**src/rtl/core/i2cbc_pkg.sv**
```systemverilog
// Package with the types and constants of the I2C bus-clear sequencer.
package i2cbc_pkg;

  // Configuration register indexes.
  localparam logic [1:0] CFG_SETTLE_TICKS      = 2'd0;
  localparam logic [1:0] CFG_HALF_PERIOD_TICKS = 2'd1;

  // Register values after reset.
  localparam logic [15:0] SETTLE_TICKS_RST      = 16'd10;
  localparam logic [15:0] HALF_PERIOD_TICKS_RST = 16'd20;

  // Sequencer phases, one-hot.
  typedef enum logic [7:0] {
    PH_IDLE     = 8'b0000_0001,
    PH_SETTLE   = 8'b0000_0010,
    PH_CLK_LOW  = 8'b0000_0100,
    PH_CLK_HIGH = 8'b0000_1000,
    PH_STOP_PRE = 8'b0001_0000,
    PH_STOP_LOW = 8'b0010_0000,
    PH_STOP_END = 8'b0100_0000,
    PH_DONE     = 8'b1000_0000
  } phase_t;

endpackage

```
**src/rtl/core/i2c_bus_clear_sequencer.sv**
```systemverilog
// Top level of the I2C bus-clear sequencer with its tick-driven control.
//
// Each transfer on the input channel is one timing tick. It carries the start
// request and the SDA level sampled in that tick. For every input transfer the
// block returns exactly one result transfer: the SCL and SDA levels it drives
// in that tick, whether it owns the pins, busy and done flags, the stuck flag
// and the number of recovery clocks sent so far.
// The result of a tick sits in the output register in the cycle after the
// input transfer. Throughput is one tick per cycle unless the output stalls;
// it is set by the single phase/tick-counter update between input and output
// register. in_ready is high whenever the output register is empty or is
// being taken in the same cycle, so a stalled receiver holds the result and
// stops new ticks only while its result is still waiting.
// Configuration writes (settle and half-period tick counts) are always taken,
// with cfg_ready tied high; an index beyond the two registers is ignored.
// A synchronous active-low reset returns the sequencer to idle, clears the
// counters and flags, empties the output register and loads the register
// defaults of 10 and 20 ticks.
module i2c_bus_clear_sequencer
  import i2cbc_pkg::*;
#(
  parameter int unsigned MAX_CLOCKS = 9
) (
  input  logic        clk,
  input  logic        rst_n,
  // Configuration write channel.
  input  logic        cfg_valid,
  output logic        cfg_ready,
  input  logic [1:0]  cfg_index,
  input  logic [15:0] cfg_data,
  // Input tick channel.
  input  logic        in_valid,
  output logic        in_ready,
  input  logic        in_start_req,
  input  logic        in_sda_sense,
  // Result channel.
  output logic        out_valid,
  input  logic        out_ready,
  output logic        out_scl_out,
  output logic        out_sda_out,
  output logic        out_pins_owned,
  output logic        out_busy_res,
  output logic        out_done_res,
  output logic        out_sda_was_stuck,
  output logic [3:0]  out_clocks_sent
);

  localparam logic [3:0] MaxClocks = 4'(MAX_CLOCKS);

  logic [15:0] settle_ticks_r;
  logic [15:0] half_period_ticks_r;

  phase_t      phase_r, phase_nxt;
  logic [15:0] tick_count_r, tick_count_nxt;
  logic [3:0]  clock_count_r, clock_count_nxt;
  logic        stuck_flag_r, stuck_flag_nxt;

  logic        out_valid_r;
  logic        scl_r, sda_r, own_r, busy_r, done_r;
  logic        scl_nxt, sda_nxt, own_nxt, busy_nxt, done_nxt;

  logic [15:0] step_len;
  logic        step_end;
  logic        in_fire;

  assign cfg_ready = 1'b1;
  assign in_ready  = !out_valid_r || out_ready;
  assign in_fire   = in_valid && in_ready;

  // Configuration registers.
  always_ff @(posedge clk) begin
    if (!rst_n) begin
      settle_ticks_r      <= SETTLE_TICKS_RST;
      half_period_ticks_r <= HALF_PERIOD_TICKS_RST;
    end else if (cfg_valid) begin
      case (cfg_index)
        CFG_SETTLE_TICKS:      settle_ticks_r      <= cfg_data;
        CFG_HALF_PERIOD_TICKS: half_period_ticks_r <= cfg_data;
        default: ;
      endcase
    end
  end

  // The current step lasts half a period in the clock phases, else a settle time.
  assign step_len = (phase_r == PH_CLK_LOW || phase_r == PH_CLK_HIGH) ?
                    half_period_ticks_r : settle_ticks_r;
  // A length of zero ends the step after one tick, as a length of one does.
  assign step_end = ({1'b0, tick_count_r} + 17'd1) >= {1'b0, step_len};

  // Next phase, counters and the levels driven in this tick.
  always_comb begin
    phase_nxt       = phase_r;
    tick_count_nxt  = step_end ? 16'd0 : tick_count_r + 16'd1;
    clock_count_nxt = clock_count_r;
    stuck_flag_nxt  = stuck_flag_r;
    scl_nxt         = 1'b1;
    sda_nxt         = 1'b1;
    own_nxt         = 1'b1;
    busy_nxt        = 1'b1;
    done_nxt        = 1'b0;
    case (phase_r)
      PH_SETTLE: begin
        if (step_end) begin
          stuck_flag_nxt = !in_sda_sense;
          phase_nxt      = in_sda_sense ? PH_STOP_PRE : PH_CLK_LOW;
        end
      end
      PH_CLK_LOW: begin
        scl_nxt = 1'b0;
        if (step_end) phase_nxt = PH_CLK_HIGH;
      end
      PH_CLK_HIGH: begin
        if (step_end) begin
          clock_count_nxt = clock_count_r + 4'd1;
          if (in_sda_sense || clock_count_nxt >= MaxClocks) phase_nxt = PH_STOP_PRE;
          else phase_nxt = PH_CLK_LOW;
        end
      end
      PH_STOP_PRE: begin
        if (step_end) phase_nxt = PH_STOP_LOW;
      end
      PH_STOP_LOW: begin
        sda_nxt = 1'b0;
        if (step_end) phase_nxt = PH_STOP_END;
      end
      PH_STOP_END: begin
        if (step_end) phase_nxt = PH_DONE;
      end
      default: begin
        // Idle or done: the pins go back to the bus controller.
        own_nxt        = 1'b0;
        busy_nxt       = 1'b0;
        done_nxt       = (phase_r == PH_DONE);
        phase_nxt      = PH_IDLE;
        tick_count_nxt = 16'd0;
        if (in_start_req) begin
          phase_nxt       = PH_SETTLE;
          clock_count_nxt = 4'd0;
          stuck_flag_nxt  = 1'b0;
        end
      end
    endcase
  end

  // Sequencer state advances once per accepted tick.
  always_ff @(posedge clk) begin
    if (!rst_n) begin
      phase_r       <= PH_IDLE;
      tick_count_r  <= 16'd0;
      clock_count_r <= 4'd0;
      stuck_flag_r  <= 1'b0;
    end else if (in_fire) begin
      phase_r       <= phase_nxt;
      tick_count_r  <= tick_count_nxt;
      clock_count_r <= clock_count_nxt;
      stuck_flag_r  <= stuck_flag_nxt;
    end
  end

  // Output register valid flag.
  always_ff @(posedge clk) begin
    if (!rst_n) begin
      out_valid_r <= 1'b0;
    end else if (in_ready) begin
      out_valid_r <= in_valid;
    end
  end

  // Output register payload, loaded with each accepted tick's result.
  always_ff @(posedge clk) begin
    if (in_fire) begin
      scl_r  <= scl_nxt;
      sda_r  <= sda_nxt;
      own_r  <= own_nxt;
      busy_r <= busy_nxt;
      done_r <= done_nxt;
    end
  end

  assign out_valid         = out_valid_r;
  assign out_scl_out       = scl_r;
  assign out_sda_out       = sda_r;
  assign out_pins_owned    = own_r;
  assign out_busy_res      = busy_r;
  assign out_done_res      = done_r;
  assign out_sda_was_stuck = stuck_flag_r;
  assign out_clocks_sent   = clock_count_r;

  // A done tick hands the pins back and is never busy.
  a_done_releases: assert property (@(posedge clk) disable iff (!rst_n)
    out_valid && out_done_res |-> !out_pins_owned && !out_busy_res)
    else $error("done tick while pins still owned");

  // Pins not owned means both lines read released.
  a_released_high: assert property (@(posedge clk) disable iff (!rst_n)
    out_valid && !out_pins_owned |-> out_scl_out && out_sda_out)
    else $error("line driven low while pins not owned");

  // Recovery clocks never exceed the limit.
  a_clock_limit: assert property (@(posedge clk) disable iff (!rst_n)
    clock_count_r <= MaxClocks)
    else $error("clock count beyond limit");

  // A stalled result blocks new ticks until it is taken.
  a_stall_blocks: assert property (@(posedge clk) disable iff (!rst_n)
    out_valid && !out_ready |=> out_valid && $stable(phase_r))
    else $error("sequencer advanced while result stalled");

endmodule
```
**config.mk**
```make
export PLATFORM = sky130hd
export DESIGN_NAME = i2c_bus_clear_sequencer
export DESIGN_NICKNAME = d
export VERILOG_FILES = /design/src/rtl/core/i2cbc_pkg.sv /design/src/rtl/core/i2c_bus_clear_sequencer.sv
export SDC_FILE = /design/constraint.sdc
export NUM_CORES = 1
export LEC_CHECK = 0
export BUFFER_PORTS_ARGS = -buffer_cell sky130_fd_sc_hd__buf_2
export CORE_AREA = 4 4 78 98
export CTS_CLUSTER_DIAMETER = 50
export CTS_CLUSTER_SIZE = 24
export DETAILED_ROUTE_END_ITERATION = 12
export DIE_AREA = 0 0 82 102
export PLACE_DENSITY = 0.75
export SETUP_SLACK_MARGIN = 0.15
export SLEW_MARGIN = 40
export SYNTH_ARGS = -nofsm -noshare
export SYNTH_HDL_FRONTEND = slang
export SYNTH_SLANG_ARGS = --single-unit
```
**constraint.sdc**
```tcl
create_clock -name clk -period 6.7 [get_ports clk]
set_input_delay 1.005 -clock clk [delete_from_list [all_inputs] [get_ports clk]]
set_output_delay 1.005 -clock clk [all_outputs]
set_load 0.005 [all_outputs]
```
; ---- Word-level counts from Yosys, hierarchy flattened
; Cells that the tools add are included.
[totals]
regBits = 66
inputBits = 25
wordCells = 71
out_inout_bits = 13
[op_classes]
eq_ne = 14
muxes = 22
add_sub_neg = 3
bitwise = 2
order_cmp = 2
reduce_logical = 17
[op_table]
columns = operator, count
row1 = $mux W16, 3
row2 = $mux W8, 6
row3 = $pmux W8 S6, 1
row4 = $add A16 B1 Y17 const B, 1
row5 = $ge A17 B16 Y1, 1
row6 = $add A16 B1 Y16 const B, 1
row7 = $ne A2 B2 Y1 const B, 6
row8 = $mux W5, 2
row9 = $reduce_or A5 Y1, 2
row10 = $eq A8 B2 Y1 const B, 1
row11 = $eq A8 B3 Y1 const B, 1
row12 = $eq A8 B4 Y1 const B, 1
row13 = $eq A8 B5 Y1 const B, 1
row14 = $eq A8 B6 Y1 const B, 1
row15 = $eq A8 B7 Y1 const B, 1
row16 = $eq A8 B8 Y1 const B, 1
row17 = $mux W4, 2
row18 = $pmux W4 S2, 1
row19 = $reduce_and A4 Y1, 2
row20 = $reduce_and A7 Y1, 1
row21 = $reduce_or A6 Y1, 1
row22 = $mux W1, 5
row23 = $add A4 B1 Y4 const B, 1
row24 = $ge A4 B4 Y1 const B, 1
row25 = other kinds (10), 16

; ---- Depth between registers and ports, before layout
[logic_depth]
ltp_word = 6
ltp_mapped = 15
mapped_depth_nobuf = 12

; ---- Worst setup path after synthesis
; OpenSTA, ideal clock, no wires.
[synth_timing]
path_kind = flip-flop to flip-flop
startpoint = register phase_r[5]
endpoint = register tick_count_r[0]
arrival_time_ns = 3.364
path_slack_ns = 3.266
setup_ns = 0.070
period_less_slack_ns = 3.434
path_buffers = 2
path_stages_with_launch = 15
required_time_ns = 6.630
cell_sequence = dfxtp_1 -> buf_2 -> nor4_4 -> and2_4 -> nand2_1 -> nand2_1 -> buf_2 -> mux2i_1 -> ha_1 -> a21oi_1 -> o21ai_1 -> a2111oi_2 -> o211ai_2 -> or4_1 -> a21oi_1
[synth_via]
elab_chain_cells = 6
elab_cells_between_ends = 12
cone_classes = order compare (1) / eq/ne (6) / mux (3) / reduce/logical (2)
[synth_rtl]
columns = item, line_no
row1 = start: declaration, i2c_bus_clear_sequencer.sv:53  ; phase_t phase_r, phase_nxt;
row2 = start signal: assignment, i2c_bus_clear_sequencer.sv:153  ; phase_r <= phase_nxt;
row3 = $eq A8 B3 Y1 or $eq A8 B4 Y1 (tied branches), "i2c_bus_clear_sequencer.sv:85, i2c_bus_clear_sequencer.sv:101"
row4 = $logic_or A1 B1 Y1, i2c_bus_clear_sequencer.sv:85  ; assign step_len = (phase_r == PH_CLK_LOW || phase_r == PH_CLK_HIGH) ?
row5 = $mux W16, i2c_bus_clear_sequencer.sv:85
row6 = $ge A17 B16 Y1, i2c_bus_clear_sequencer.sv:88  ; assign step_end = ({1'b0, tick_count_r} + 17'd1) >= {1'b0, step_len};
row7 = $mux W16, i2c_bus_clear_sequencer.sv:93  ; tick_count_nxt = step_end ? 16'd0 : tick_count_r + 16'd1;
row8 = $mux W16 (*), i2c_bus_clear_sequencer.sv:101  ; case (phase_r)
row9 = end signal: assignment, i2c_bus_clear_sequencer.sv:154  ; tick_count_r <= tick_count_nxt;
row10 = end: declaration, i2c_bus_clear_sequencer.sv:54  ; logic [15:0] tick_count_r, tick_count_nxt;
; Every way passes the cells marked *; elsewhere a longest branch is shown, timed or not.
; A chain may end at the register's enable or synchronous reset.

; ---- Final worst setup path
[layout_timing]
startpoint = register phase_r[2]
endpoint = register clock_count_r[2], in the netlist out_clocks_sent[2]
[layout_via]
elab_chain_cells = 6
elab_cells_between_ends = 15
cone_classes = order compare (1) / eq/ne (7) / mux (2) / bitwise (1) / reduce/logical (4)
[layout_rtl]
columns = item, line_no
row1 = $eq A8 B3 Y1 or $eq A8 B4 Y1 (tied branches), "i2c_bus_clear_sequencer.sv:85, i2c_bus_clear_sequencer.sv:101"
row2 = $logic_or A1 B1 Y1, i2c_bus_clear_sequencer.sv:85
row3 = $mux W16, i2c_bus_clear_sequencer.sv:85
row4 = $ge A17 B16 Y1, i2c_bus_clear_sequencer.sv:88
row5 = $ne A2 B2 Y1 (no source line), -
row6 = $reduce_and A4 Y1 (no source line), -
row7 = end signal: assignment, i2c_bus_clear_sequencer.sv:155  ; clock_count_r <= clock_count_nxt;
row8 = end: declaration, i2c_bus_clear_sequencer.sv:55  ; logic [3:0] clock_count_r, clock_count_nxt;
; Several ways; a longest one is shown, not always the timed one.

==> results.md <==
* Cts bufs inserted at 9
* TritonRoute pass-1 iters at 4
* Fmax at roughly 250 MHz
* Setup_tns at 0 ns
* Layout area overhead at 9.977%
* Vias in the first global route at approximately 3100
* Placed cell area at roughly 3900 um^2
* Starting DRT DRC Count at ~150
* Main synth FF type: dfxtp_1
* Relative slew slack at 43.57%
* Synth area leader: dfxtp_1
* Vias at 3225
* Busiest grt layer: met2
* Part of the power in registers at between 50% and 60%
* Nets at 509
* Syn avg cell area at between 8 and 9 um^2
* Critical Path RT at ~7 ns
* Switch Pwr at slightly below 0.0002 W
* Cell Area, Synth at 3712 um^2
* Leakage at 1.539 nW
* Worst clock skew at 0.008799 ns
* First-pass GRT wire length at 13.70 mm
* Final RePlAce weighted congestion at between 0.8 and 0.9
* Die Y at 102 um
* Dpl hpwl at between 5 and 6 mm
* GRT Overall Usage at around a fifth
* Largest net degree at the start of global routing at 44
* Tot Pwr at between 0.0007 and 0.0008 W
* Met3 GRT Util at under 10%
* Met2 GRT Util at roughly 37%
* Peak supply drop at between 0.0001 and 0.00015 V
* Cell row count at 34
* Tmin final at 3.930 ns
* Pwr Density at about 200 nW/um^2
* Post-route insts no fill at between 500 and 600
* Ports at 38
* Drt wl/cell at about 15 um
* Clock Tree Root: clkbuf_8
* Kind of critical path: reg -> reg
* Combinational Power Share at 7.6%
* Worst slew pin tran at ~0.85 ns
* Clock Sinks at between 60 and 70
* Synth warnings at 0
* Cell Int Power at ~0.0006 W
* CP startpoint kind: flop
* Core Area at slightly below 7000 um^2
* Cells after Synth at around 440
* Post-synth top area share at between 30% and 40%
* Syn_nets at 487
* Max-cap viol count at 0
* Maximum fanout along the worst path at 16
* Share of layout cells above drive strength 1 at ~16%
* Final setup viols at 0
* Die area at roughly 8400 um^2
* Vias per inst at ~5.8
* Diode count at 0
* Switching share of total power at between 20 and 25%
* Register bit total from synthesis at 66
* Commonest non-fill, non-tap cell in the layout: nand2_1
* Clock latency on the worst-skew pair at between 0.3 and 0.4 ns
* Slew Viols, Final at 0
* Status: finished, final reports clean
* IO Port Bufs at 36
* FFs w/ async S/R, synth at 0%
* Cell variety after synth at 65
* Final ANT Viol Nets at 0
* DRC viols at 0
* HP Class: reg -> reg
* Total count of hold-check failures in the final report at 0
* Worst EP arrival at about 4.2 ns
* Cells after DPL at around 540
* Top post-synthesis cells by area: dfxtp_1 (33%), nand2_1 (9.8%), a21oi_1 (6.5%)
* Antenna violations before repair at 0
* Design Area, Final at between 4000 and 5000 um^2
* Register area share after synthesis at between 30% and 40%
* Starting density of the core at between 50% and 60%
* Cts hold-fix bufs at 0
* Die Width at slightly above 80 um
* Postcts setup bufs at 0
* TritonCTS clock tree: done
* Clk network pwr share at between 40% and 50%
* GR Overflow Total at 0
* Fin Hold WS at about 0.45 ns
* CTS clock-pin slew for the worst setup and hold paths at around 0.070 ns
* Grt met1 use at 24.43%
* EDFF count, synth at 4
* Deepest clock path buffer count at 2
* H-tree levels at 3
* Final Routed Wirelength at between 8 and 9 mm
* RSZ-0062 raised after global routing: no
* Worst setup EP type: flop
* Period utilization at between 50% and 60%
* Most frequent cells in the layout: nand2_1 (96), dfxtp_1 (62), a21oi_1 (48), buf_2 (36)
* # resized after CTS at 0
registers in the layout (all words and copies together), names as in the netlist:
name,flops
half_period_ticks_r,16
settle_ticks_r,16
tick_count_r,16
phase_r,8
out_clocks_sent,4
out_busy_res,1
out_done_res,1
out_scl_out,1
out_sda_out,1
out_sda_was_stuck,1
out_valid,1
cell families after synthesis:
kind of cell	count (synthesis)	share of synthesized area (%)
flops	66	36.67
compound gates	90	15.71
other cells	1	0.1010
fa+ha+maj	19	6.404
simple gates	189	26.73
xor+xnor	16	3.775
buf+inv	41	4.920
mux	21	5.696
per-stage QoR:
stage          utilization [%]  setup WS (ns)
2_1_floorplan                -          3.266
3_3_place_gp             57.15          2.724
3_5_place_dp             57.19          2.835
4_1_cts                  59.98          2.789
5_1_grt                  59.98          2.450
6_report                 59.98          2.770
worst max-delay path, stage by stage (launching register included):
cell	delay, ns
dfxtp_1	0.43
inv_2	0.09
nor4_4	0.39
nand2_1	0.17
nand2_2	0.43
mux2_2	0.40
ha_1	0.27
inv_1	0.03
nor4_1	0.31
o2111ai_1	0.22
o211a_1	0.37
or3_1	0.50
o311ai_2	0.22
power groups by stage:
stage               Combinational [W]  Clock (W)  Sequential (W)
floorplan                   0.0000419          0        0.000418
finish                      0.0000604   0.000324        0.000410
global placement            0.0000589          0        0.000419
global route                0.0000683   0.000343        0.000411
detailed placement          0.0000605          0        0.000419
CTS                         0.0000606   0.000327        0.000410
routing by layer:
metal | wire (um) | vias up
met3 | 339 | 17
met4 | 190 | 0
met5 | 0 | -
met2 | 4163 | 78
li1 | - | 1608
met1 | 3506 | 1522
worst paths after layout:
kind / from / end / slack (ns) / depth (start not counted)
setup reg to reg: phase_r[2] / out_clocks_sent[2] / 2.77 / 12
hold reg to reg: half_period_ticks_r[0] / half_period_ticks_r[0] / 0.45 / 2
hold / removal: half_period_ticks_r[0] / half_period_ticks_r[0] / 0.45 / 2
setup / recovery: phase_r[2] / out_clocks_sent[2] / 2.77 / 12
cells in the mapped netlist (all sizes together) (3+ instances only):
master  instances
nand4          20
dfxtp          62
nor3            7
a211oi          7
nand2b          3
a21oi          48
nand2          97
nor2           10
inv            14
ha             19
nand3b          3
or3             3
clkbuf         16
o21ai          11
buf            11
nor2b           6
edfxtp          4
a31o            3
nor4            4
nand4b          3
nand3          15
and2            4
mux2i          20
o21a            3
xnor2           8
xor2            8
and3            5
layout make-up:
class	instances	area, um^2
Timing Repair Buffer	38	195.2
Sequential cell	66	1361
Fill cell	642	2724
Clock inverter	1	7.507
Clock buffer	14	182.7
Tap cell	90	112.6
Inverter	14	52.55
Multi-Input combinational cell	336	2171
No activity file was read; power rests on OpenSTA's default activity.
